===== src/rtl/ptf_pkg.sv =====
// shared types and helpers for the proth trial factor check block
// no dependencies
package ptf_pkg;

  localparam int unsigned WordW = 64;
  localparam int unsigned HalfW = 32;

  // request to the shared montgomery unit
  typedef struct packed {
    logic             start;
    logic [WordW-1:0] a;
    logic [WordW-1:0] b;
  } ptf_mm_req_t;

  // answer from the shared montgomery unit
  typedef struct packed {
    logic             done;
    logic [WordW-1:0] r;
  } ptf_mm_rsp_t;

  typedef enum logic [7:0] {
    StIdle  = 8'b0000_0001,
    StRinit = 8'b0000_0010,
    StSqIss = 8'b0000_0100,
    StSqWt  = 8'b0000_1000,
    StDbl   = 8'b0001_0000,
    StKmIss = 8'b0010_0000,
    StKmWt  = 8'b0100_0000,
    StFin   = 8'b1000_0000
  } ptf_state_e;

  // (2x) mod p for x < p
  function automatic logic [WordW-1:0] mod_dbl(input logic [WordW-1:0] x,
                                              input logic [WordW-1:0] p);
    logic [WordW:0] s;
    logic [WordW:0] d;
    s = {x, 1'b0};
    d = s - {1'b0, p};
    mod_dbl = (s >= {1'b0, p}) ? d[WordW-1:0] : s[WordW-1:0];
  endfunction

endpackage


===== src/rtl/ptf_mont_mul.sv =====
// bit-serial montgomery multiplier, a*b/2^64 mod p, one bit of a per cycle
// depends on ptf_pkg
module ptf_mont_mul import ptf_pkg::*; (
  input  logic             clk_i,
  input  logic             rst_ni,
  input  ptf_mm_req_t      req_i,
  input  logic [WordW-1:0] p_i,
  output ptf_mm_rsp_t      rsp_o
);

  localparam int unsigned CntW = $clog2(WordW + 1);

  logic [WordW+1:0] t_q, t_d;
  logic [WordW-1:0] a_q, a_d, b_q, b_d;
  logic [CntW-1:0]  cnt_q, cnt_d;
  logic             busy_q, busy_d, done_q, done_d;
  logic [WordW+1:0] s0, s1, sub;

  always_comb begin
    s0 = t_q + (a_q[0] ? {2'b00, b_q} : '0);
    s1 = s0 + (s0[0] ? {2'b00, p_i} : '0);
    sub = t_q - {2'b00, p_i};
  end

  always_comb begin
    t_d = t_q;
    a_d = a_q;
    b_d = b_q;
    cnt_d = cnt_q;
    busy_d = busy_q;
    done_d = 1'b0;
    if (req_i.start) begin
      t_d = '0;
      a_d = req_i.a;
      b_d = req_i.b;
      cnt_d = '0;
      busy_d = 1'b1;
    end else if (busy_q) begin
      if (cnt_q == CntW'(WordW)) begin
        // final correction into [0, p)
        if (t_q >= {2'b00, p_i}) t_d = sub;
        busy_d = 1'b0;
        done_d = 1'b1;
      end else begin
        t_d = {1'b0, s1[WordW+1:1]};
        a_d = {1'b0, a_q[WordW-1:1]};
        cnt_d = cnt_q + 1'b1;
      end
    end
  end

  always_ff @(posedge clk_i or negedge rst_ni) begin
    if (!rst_ni) begin
      busy_q <= 1'b0;
      done_q <= 1'b0;
      cnt_q <= '0;
    end else begin
      busy_q <= busy_d;
      done_q <= done_d;
      cnt_q <= cnt_d;
    end
  end

  always_ff @(posedge clk_i) begin
    t_q <= t_d;
    a_q <= a_d;
    b_q <= b_d;
  end

  assign rsp_o.done = done_q;
  assign rsp_o.r = t_q[WordW-1:0];

endmodule


===== src/rtl/proth_trial_factor_check_unit.sv =====
// top level of the proth trial factor check: sequencer and operand registers
// depends on ptf_pkg and ptf_mont_mul
//
//  channel   dir  payload                                    accepted when
//  s_axis    in   tdata: k[31:0] n[63:32] p[127:64]          tvalid & tready
//                 tuser: plus_one[0]
//  m_axis    out  tdata: divides[0], zeros above             tvalid & tready
//
// sequence: repeated modular doubling of one builds montgomery one, then 32
// squarings, each an issue state plus a wait on the shared bit-serial unit, one
// modular doubling per set exponent bit, a final multiply by k on the same unit
// and one finish state before the result is valid; the sequencer then returns
// to idle, and only there can the next item be taken.
// an even modulus or one below three goes from accept straight to the finish state with divides = 0.
// reset clears the sequencer and the output valid; payload registers keep junk.
// s_axis_tready is high only when idle; a result waits in its register while
// the next item is taken, and only the finish of that next item stalls on it.
module proth_trial_factor_check_unit import ptf_pkg::*; (
  input  logic         clk_i,
  input  logic         rst_ni,
  input  logic         s_axis_tvalid,
  output logic         s_axis_tready,
  input  logic [127:0] s_axis_tdata,  // multiplier, exponent, modulus
  input  logic [0:0]   s_axis_tuser,  // plus_one
  output logic         m_axis_tvalid,
  input  logic         m_axis_tready,
  output logic [7:0]   m_axis_tdata   // divides, zero fill
);

  ptf_state_e       state_q, state_d;
  logic [HalfW-1:0] k_q, k_d, n_q, n_d;
  logic [WordW-1:0] p_q, p_d, a_q, a_d;
  logic             plus_q, plus_d;
  logic [5:0]       cnt_q, cnt_d;     // montgomery one doubling count
  logic [4:0]       bit_q, bit_d;     // exponent bit under scan
  logic             res_q, res_d;
  logic             ov_q, ov_d, od_q, od_d;
  ptf_mm_req_t      req;
  ptf_mm_rsp_t      rsp;
  logic [WordW-1:0] in_p;

  assign in_p = s_axis_tdata[127:64];
  assign s_axis_tready = (state_q == StIdle);

  ptf_mont_mul u_mm (
    .clk_i  (clk_i),
    .rst_ni (rst_ni),
    .req_i  (req),
    .p_i    (p_q),
    .rsp_o  (rsp)
  );

  always_comb begin
    state_d = state_q;
    k_d = k_q;
    n_d = n_q;
    p_d = p_q;
    plus_d = plus_q;
    a_d = a_q;
    cnt_d = cnt_q;
    bit_d = bit_q;
    res_d = res_q;
    ov_d = ov_q;
    od_d = od_q;
    req.start = 1'b0;
    req.a = a_q;
    req.b = a_q;
    if (m_axis_tvalid && m_axis_tready) ov_d = 1'b0;
    unique case (state_q)
      StIdle: begin
        if (s_axis_tvalid) begin
          k_d = s_axis_tdata[31:0];
          n_d = s_axis_tdata[63:32];
          p_d = in_p;
          plus_d = s_axis_tuser[0];
          a_d = WordW'(1);
          cnt_d = '0;
          bit_d = 5'd31;
          res_d = 1'b0;
          // montgomery form needs an odd modulus of at least three
          if (!in_p[0] || in_p < WordW'(3)) state_d = StFin;
          else state_d = StRinit;
        end
      end
      StRinit: begin
        // 2^64 mod p by repeated modular doubling of one
        a_d = mod_dbl(a_q, p_q);
        cnt_d = cnt_q + 1'b1;
        if (cnt_q == 6'd63) state_d = StSqIss;
      end
      StSqIss: begin
        req.start = 1'b1;
        state_d = StSqWt;
      end
      StSqWt: begin
        if (rsp.done) begin
          a_d = rsp.r;
          if (n_q[bit_q]) state_d = StDbl;
          else if (bit_q == '0) state_d = StKmIss;
          else begin
            bit_d = bit_q - 1'b1;
            state_d = StSqIss;
          end
        end
      end
      StDbl: begin
        a_d = mod_dbl(a_q, p_q);
        if (bit_q == '0) state_d = StKmIss;
        else begin
          bit_d = bit_q - 1'b1;
          state_d = StSqIss;
        end
      end
      StKmIss: begin
        // multiply by k leaves montgomery form
        req.start = 1'b1;
        req.b = {{(WordW-HalfW){1'b0}}, k_q};
        state_d = StKmWt;
      end
      StKmWt: begin
        if (rsp.done) begin
          res_d = plus_q ? (rsp.r == p_q - WordW'(1)) : (rsp.r == WordW'(1));
          state_d = StFin;
        end
      end
      StFin: begin
        // wait for the output slot to be free
        if (!ov_q || m_axis_tready) begin
          ov_d = 1'b1;
          od_d = res_q;
          state_d = StIdle;
        end
      end
      default: state_d = StIdle;
    endcase
  end

  always_ff @(posedge clk_i or negedge rst_ni) begin
    if (!rst_ni) begin
      state_q <= StIdle;
      ov_q <= 1'b0;
    end else begin
      state_q <= state_d;
      ov_q <= ov_d;
    end
  end

  always_ff @(posedge clk_i) begin
    k_q <= k_d;
    n_q <= n_d;
    p_q <= p_d;
    plus_q <= plus_d;
    a_q <= a_d;
    cnt_q <= cnt_d;
    bit_q <= bit_d;
    res_q <= res_d;
    od_q <= od_d;
  end

  assign m_axis_tvalid = ov_q;
  assign m_axis_tdata = {7'b0, od_q};

endmodule

===== config.mk =====
export PLATFORM = sky130hd
export DESIGN_NAME = proth_trial_factor_check_unit
export DESIGN_NICKNAME = d
export VERILOG_FILES = /design/src/rtl/ptf_pkg.sv /design/src/rtl/ptf_mont_mul.sv /design/src/rtl/proth_trial_factor_check_unit.sv
export SDC_FILE = /design/constraint.sdc
export NUM_CORES = 1
export LEC_CHECK = 0
export ABC_CLOCK_PERIOD_IN_PS = 7600
export BUFFER_PORTS_ARGS = -buffer_cell sky130_fd_sc_hd__buf_2
export CAP_MARGIN = 20
export CORE_MARGIN = 2
export CORE_UTILIZATION = 35
export DETAILED_ROUTE_END_ITERATION = 10
export PLACE_DENSITY = 0.58
export SLEW_MARGIN = 20
export SYNTH_ARGS = -nofsm -noshare
export SYNTH_HDL_FRONTEND = slang
export SYNTH_SLANG_ARGS = --single-unit

===== constraint.sdc =====
create_clock -name clk_i -period 7.6 [get_ports clk_i]
set_input_delay 0.76 -clock clk_i [delete_from_list [all_inputs] [get_ports clk_i]]
set_output_delay 0.76 -clock clk_i [all_outputs]
set_load 0.01 [all_outputs]

# ---- After elaboration in Yosys (flattened, before gate mapping)
# Cells that the tools add are included.
dict set report op_classes {
  add_sub_neg 8
  n_lt_le_gt_ge 4
  eq_ne 20
  mux 47
  n_reduce_logical 22
}
# operator count
set op_table {}
lappend op_table {{2-to-1 mux 64 bit} 8}
lappend op_table {{case mux 64 bit (3 select lines)} 1}
lappend op_table {{adder 66 bit} 2}
lappend op_table {{2-to-1 mux 66 bit} 2}
lappend op_table {{>= comparator 66 x 64 -> 1 bit} 1}
lappend op_table {{subtractor 66 x 64 -> 66 bit} 1}
lappend op_table {{>= comparator 65 x 64 -> 1 bit} 1}
lappend op_table {{equality test 64 x 1 -> 1 bit (second input constant)} 1}
lappend op_table {{equality test 64 bit} 1}
lappend op_table {{less-than comparator 64 x 2 -> 1 bit (second input constant)} 1}
lappend op_table {{case mux 8 bit (8 select lines)} 1}
lappend op_table {{subtractor 64 x 1 -> 64 bit (second input constant)} 1}
lappend op_table {{subtractor 64 bit} 1}
lappend op_table {{2-to-1 mux 8 bit} 6}
lappend op_table {{2-to-1 mux 32 bit} 1}
lappend op_table {{2-to-1 mux 7 bit} 3}
lappend op_table {{2-to-1 mux 5 bit} 4}
lappend op_table {{2-to-1 mux 6 bit} 3}
lappend op_table {{case mux 5 bit (3 select lines)} 1}
lappend op_table {{2-to-1 mux 1 bit} 14}
lappend op_table {{inequality test 2 bit (second input constant)} 6}
lappend op_table {{case mux 6 bit (2 select lines)} 1}
lappend op_table {{AND reduction 2 bit} 5}
lappend op_table {{equality test 8 x 1 -> 1 bit (second input constant)} 1}
lappend op_table {{other kinds (26)} 34}
dict set report totals {
  ff_bits 418
  output_inout_bits 10
  wordCells 119
}

# ---- Longest topological paths before layout
dict set report depth {
  ltp_word 5
  ltp_mapped 28
  mapped_depth_nobuf 26
}

# ---- By module
# Synthesis repeated with hierarchy kept, for this count alone.
dict set report unflattened {
  hier_cells 4228
  hier_area_um2 36573.8
}
# module instances cells_per_inst area_per_inst_um2 seq_area_each_um2
set modules_own_cells {}
lappend modules_own_cells {ptf_mont_mul 1 2524 20641.0 5390.2}
lappend modules_own_cells {proth_trial_factor_check_unit 1 1704 15932.8 6412.4}

# ---- Worst setup path after synthesis
# Ideal clock, no wire load.
dict set report synth_path {
  path_kind {reg2reg}
  startpoint {register u_mm.a_q[0]}
  endpoint {register u_mm.t_q[63]}
  setup_ps 92
  arrival_time_ps 5914
  t_required_ps 7508
  path_slack_ps 1594
  path_stages_with_launch 27
  path_buffers 1
  synth_period_minus_slack_ps 6006
  cell_sequence {edfxtp_1 clkbuf_1 and2_1 ha_1 fa_1 a211oi_1 o211ai_1 a21boi_0 o21a_1 o21ba_2 o21ai_0 a21boi_0 o21bai_1 a21oi_1 xnor2_1 ha_1 nand2_1 o21ai_0 a21oi_1 o41ai_1 o2111ai_1 o211a_1 o31ai_1 a21oi_1 nor4b_1 mux2_2 nor4_1}
}
dict set report synth_via {
  elab_chain_len 5
}
# element line_no
set synth_lines {}
lappend synth_lines {{start: declaration} ptf_mont_mul.sv:14} ;# logic [WordW-1:0] a_q, a_d, b_q, b_d;
lappend synth_lines {{start signal: assignment} ptf_mont_mul.sv:66} ;# a_q <= a_d;
lappend synth_lines {{2-to-1 mux 64 bit (*)} ptf_mont_mul.sv:20} ;# s0 = t_q + (a_q[0] ? {2'b00, b_q} : '0);
lappend synth_lines {{adder 66 bit (*)} ptf_mont_mul.sv:20}
lappend synth_lines {{2-to-1 mux 64 bit} ptf_mont_mul.sv:21} ;# s1 = s0 + (s0[0] ? {2'b00, p_i} : '0);
lappend synth_lines {{adder 66 bit (*)} ptf_mont_mul.sv:21}
lappend synth_lines {{2-to-1 mux 66 bit (*)} ptf_mont_mul.sv:39} ;# if (cnt_q == CntW'(WordW)) begin
lappend synth_lines {{end signal: assignment} ptf_mont_mul.sv:65} ;# t_q <= t_d;
lappend synth_lines {{end: declaration} ptf_mont_mul.sv:13} ;# logic [WordW+1:0] t_q, t_d;
# Every way passes the cells marked *; elsewhere a longest branch is shown, timed or not.
# A chain may end at the register's enable or synchronous reset.

# ---- Final worst setup path
# Same ends and word-level chain as after synthesis.

==> results_dict.tcl <==
set metrics [dict create \
    drt-initial-drc-count 3716 \
    finalSetupViolCount 0 \
    crit_required_ns 8.17 \
    drive_above_1_share 0.08428 \
    status "completed" \
    synth-async-reset-ratio 0.04306 \
    synth.avg_cell_area_sq_um 8.512 \
    synth_edf_count 334 \
    cp.arrival_ns 7.57 \
    synth-seq-cells 418 \
    clkSinkCount 418 \
    drtAntennaViolNets 0 \
    synth-seq-area-share 0.3321 \
    crit_fanout 11 \
    place.port_buffers 135 \
    numCtsBuffers 51 \
    gr-total-overflow 0 \
    rsz0062_at_grt "false" \
    insertion_delay_ns 0.67 \
    vias 32749 \
    synth_area_sq_mm 0.03554 \
    cts_root_buf "clkbuf_16" \
    fin_skew_ns 0.04972 \
    drc 0 \
    cts_setup_buffers 0 \
    drv_cap 0 \
    wl_met2_um 54900 \
    min-delay-path-class "in2async" \
    core_area_sq_mm 0.1004 \
    die_w_um 322.7 \
    final_common_cell "nand2_1" \
    cts_hold_buf 0 \
    fin_crit_ns 7.008 \
    hold-worst-slack_ns 0.06828 \
    slew_headroom 0.1971 \
    met1Wirelength_um 62790 \
    cts_resized 0 \
    grt_antenna_before_repair 12 \
    utilization 0.3897 \
    area_growth_pct 10.10 \
    die_area_sq_mm 0.1041 \
    fillers 10308 \
    start_util 0.3539 \
    mostFrequentLayoutCells "544 x nand2_1, 354 x a21oi_1, 334 x edfxtp_1" \
    dr.pass1.iters 5 \
    top_layer "met4" \
    grt_pass1_vias 30241 \
    viasPerCell 5.865 \
    grt_max_degree 70 \
    ctsHtreeMaxLevel 2 \
    wl_per_cell_um 24.14 \
    dp_hpwl_um 107400 \
    cts.path.max_buffers 3 \
    start_kind "register" \
    critPathCaptureType "register" \
    ys_types 88 \
    die-height_um 322.7 \
    grt_pass1_wl_um 197500 \
    worstMarginPinSlew_ns 1.195 \
    rows 116 \
    hold_violations 0 \
    dr_wl_met3_um 12580 \
    synth_cells 4176 \
    slew_viol_final 0 \
    place_congestion 0.9817 \
    final_min_period_over_clock_period 0.9221 \
    yosys_warnings 0 \
    clk_pin_slew_ns 0.06 \
    finalSetupTns_ns 0 \
    cts_tree "done" \
    ios 143 \
    grtUsageTotal 0.2537 \
    fmax_mhz 142.7 \
    path_class "reg2reg" \
    fin_nets 4581 \
    routed_wl_um 134800 \
    synthFlopType "edfxtp_1" \
]
cells in the mapped netlist, types with 19 or more instances:
master,number,share of area
a21oi_1,355,0.050
nand2b_1,26,0.0046
xor2_1,109,0.027
ha_1,260,0.092
o211ai_1,40,0.0084
o22ai_1,19,0.0033
and2_1,177,0.031
clkbuf_1,197,0.021
o31ai_1,27,0.0057
a211oi_1,50,0.011
nor3_1,97,0.014
nand4_1,86,0.015
and3_1,29,0.0051
nor2b_1,28,0.0049
mux2i_1,46,0.013
dfxtp_1,66,0.037
o221ai_1,19,0.0047
nor2_1,237,0.025
nand2_1,545,0.058
inv_1,145,0.015
mux2_2,37,0.012
a21o_1,160,0.034
nand3_1,61,0.0086
xnor2_1,227,0.056
a31oi_1,63,0.011
edfxtp_1,334,0.28
o21bai_1,42,0.0089
o21ai_0,283,0.040
o21a_1,36,0.0076
nor4_1,53,0.0093
layer usage:
| layer | vias up | GRT usage |
|---|---|---|
| met5 | - | 0 |
| met4 | 0 | 0.08444 |
| met3 | 169 | 0.03064 |
| met2 | 1433 | 0.3638 |
| li1 | 15381 | - |
| met1 | 15766 | 0.3888 |
final timing paths:
path | start | depth (start not counted) | endpoint | slack [ns]
min reg2reg | u_mm.a_q[63] | 2 | u_mm.a_q[62] | 0.47
max reg2reg | u_mm.a_q[0] | 26 | u_mm.t_q[63] | 0.59
min | rst_ni | 1 | m_axis_tvalid | 0.07
max in group asynchronous | rst_ni | 1 | state_q[0] | 7.19
min in group clk_i | s_axis_tdata[111] | 1 | p_q[47] | 0.28
max | u_mm.a_q[0] | 26 | u_mm.t_q[63] | 0.59
per-stage QoR:
step | instance area, sq um | setup WS (ns) | cells
global placement | 37400 | 0.8240 | 5486
finish | 39140 | 0.5920 | 5584
detailed placement | 37440 | 0.7085 | 5488
floorplan | 35570 | 1.594 | 4182
global route | 39130 | 0.1680 | 5581
CTS | 39120 | 0.6967 | 5581
final cells by class:
type,instances,area (sq um),share of cell area
clock inverters,33,352.8,0.009016
diodes,3,7.507,0.0001918
repair buffers,171,985.9,0.02519
clock buffers,60,1330,0.03399
inverters,146,558.0,0.01426
flip-flops and latches,418,11800,0.3016
multi-input cells,3396,22400,0.5724
well taps,1357,1698,0.04339
logic make-up (layout without fill, tap and decap cells):
group                    Yosys count  after routing  share of synthesized area
flip-flops                       418            418                     0.3321
AO/OA/AOI/OAI                   1239           1239                     0.2198
other                              1             10                  0.0001055
multiplexers                      87             87                    0.02721
buffers and inverters            368            410                    0.04055
adder cells (fa/ha/maj)          264            264                    0.09378
XOR/XNOR                         336            336                    0.08279
AND/OR/NAND/NOR                 1463           1463                     0.2037
sequential cells by signal, summed over array words and instances, names as in the netlist, 6 cells and up:
name / count
u_mm.t_q: 66
a_q: 64
p_q: 64
u_mm.a_q: 64
u_mm.b_q: 64
k_q: 32
n_q: 32
state_q: 8
u_mm.cnt_q: 7
cnt_q: 6
worst max-delay path, cell delays in order, from the launching register on:
cell	delay, ns
edfxtp_1	0.51
and2_1	0.20
ha_2	0.19
fa_1	0.41
a211oi_1	0.32
o211ai_1	0.19
a21boi_0	0.35
o21a_1	0.25
o21ba_2	0.17
o21ai_0	0.22
a21boi_0	0.35
o21bai_1	0.10
a21oi_1	0.19
xnor2_1	0.11
ha_1	0.40
nand2_1	0.14
o21ai_0	0.38
a21oi_1	0.08
o41ai_1	0.42
o2111ai_1	0.30
o211a_1	0.35
o31ai_1	0.28
buf_4	0.19
a21oi_1	0.07
nor4b_1	0.14
mux2_2	0.29
nor4_1	0.27
Power is not shown: default switching activity piles up to over one toggle a cycle in this logic, so the estimate is an artifact.
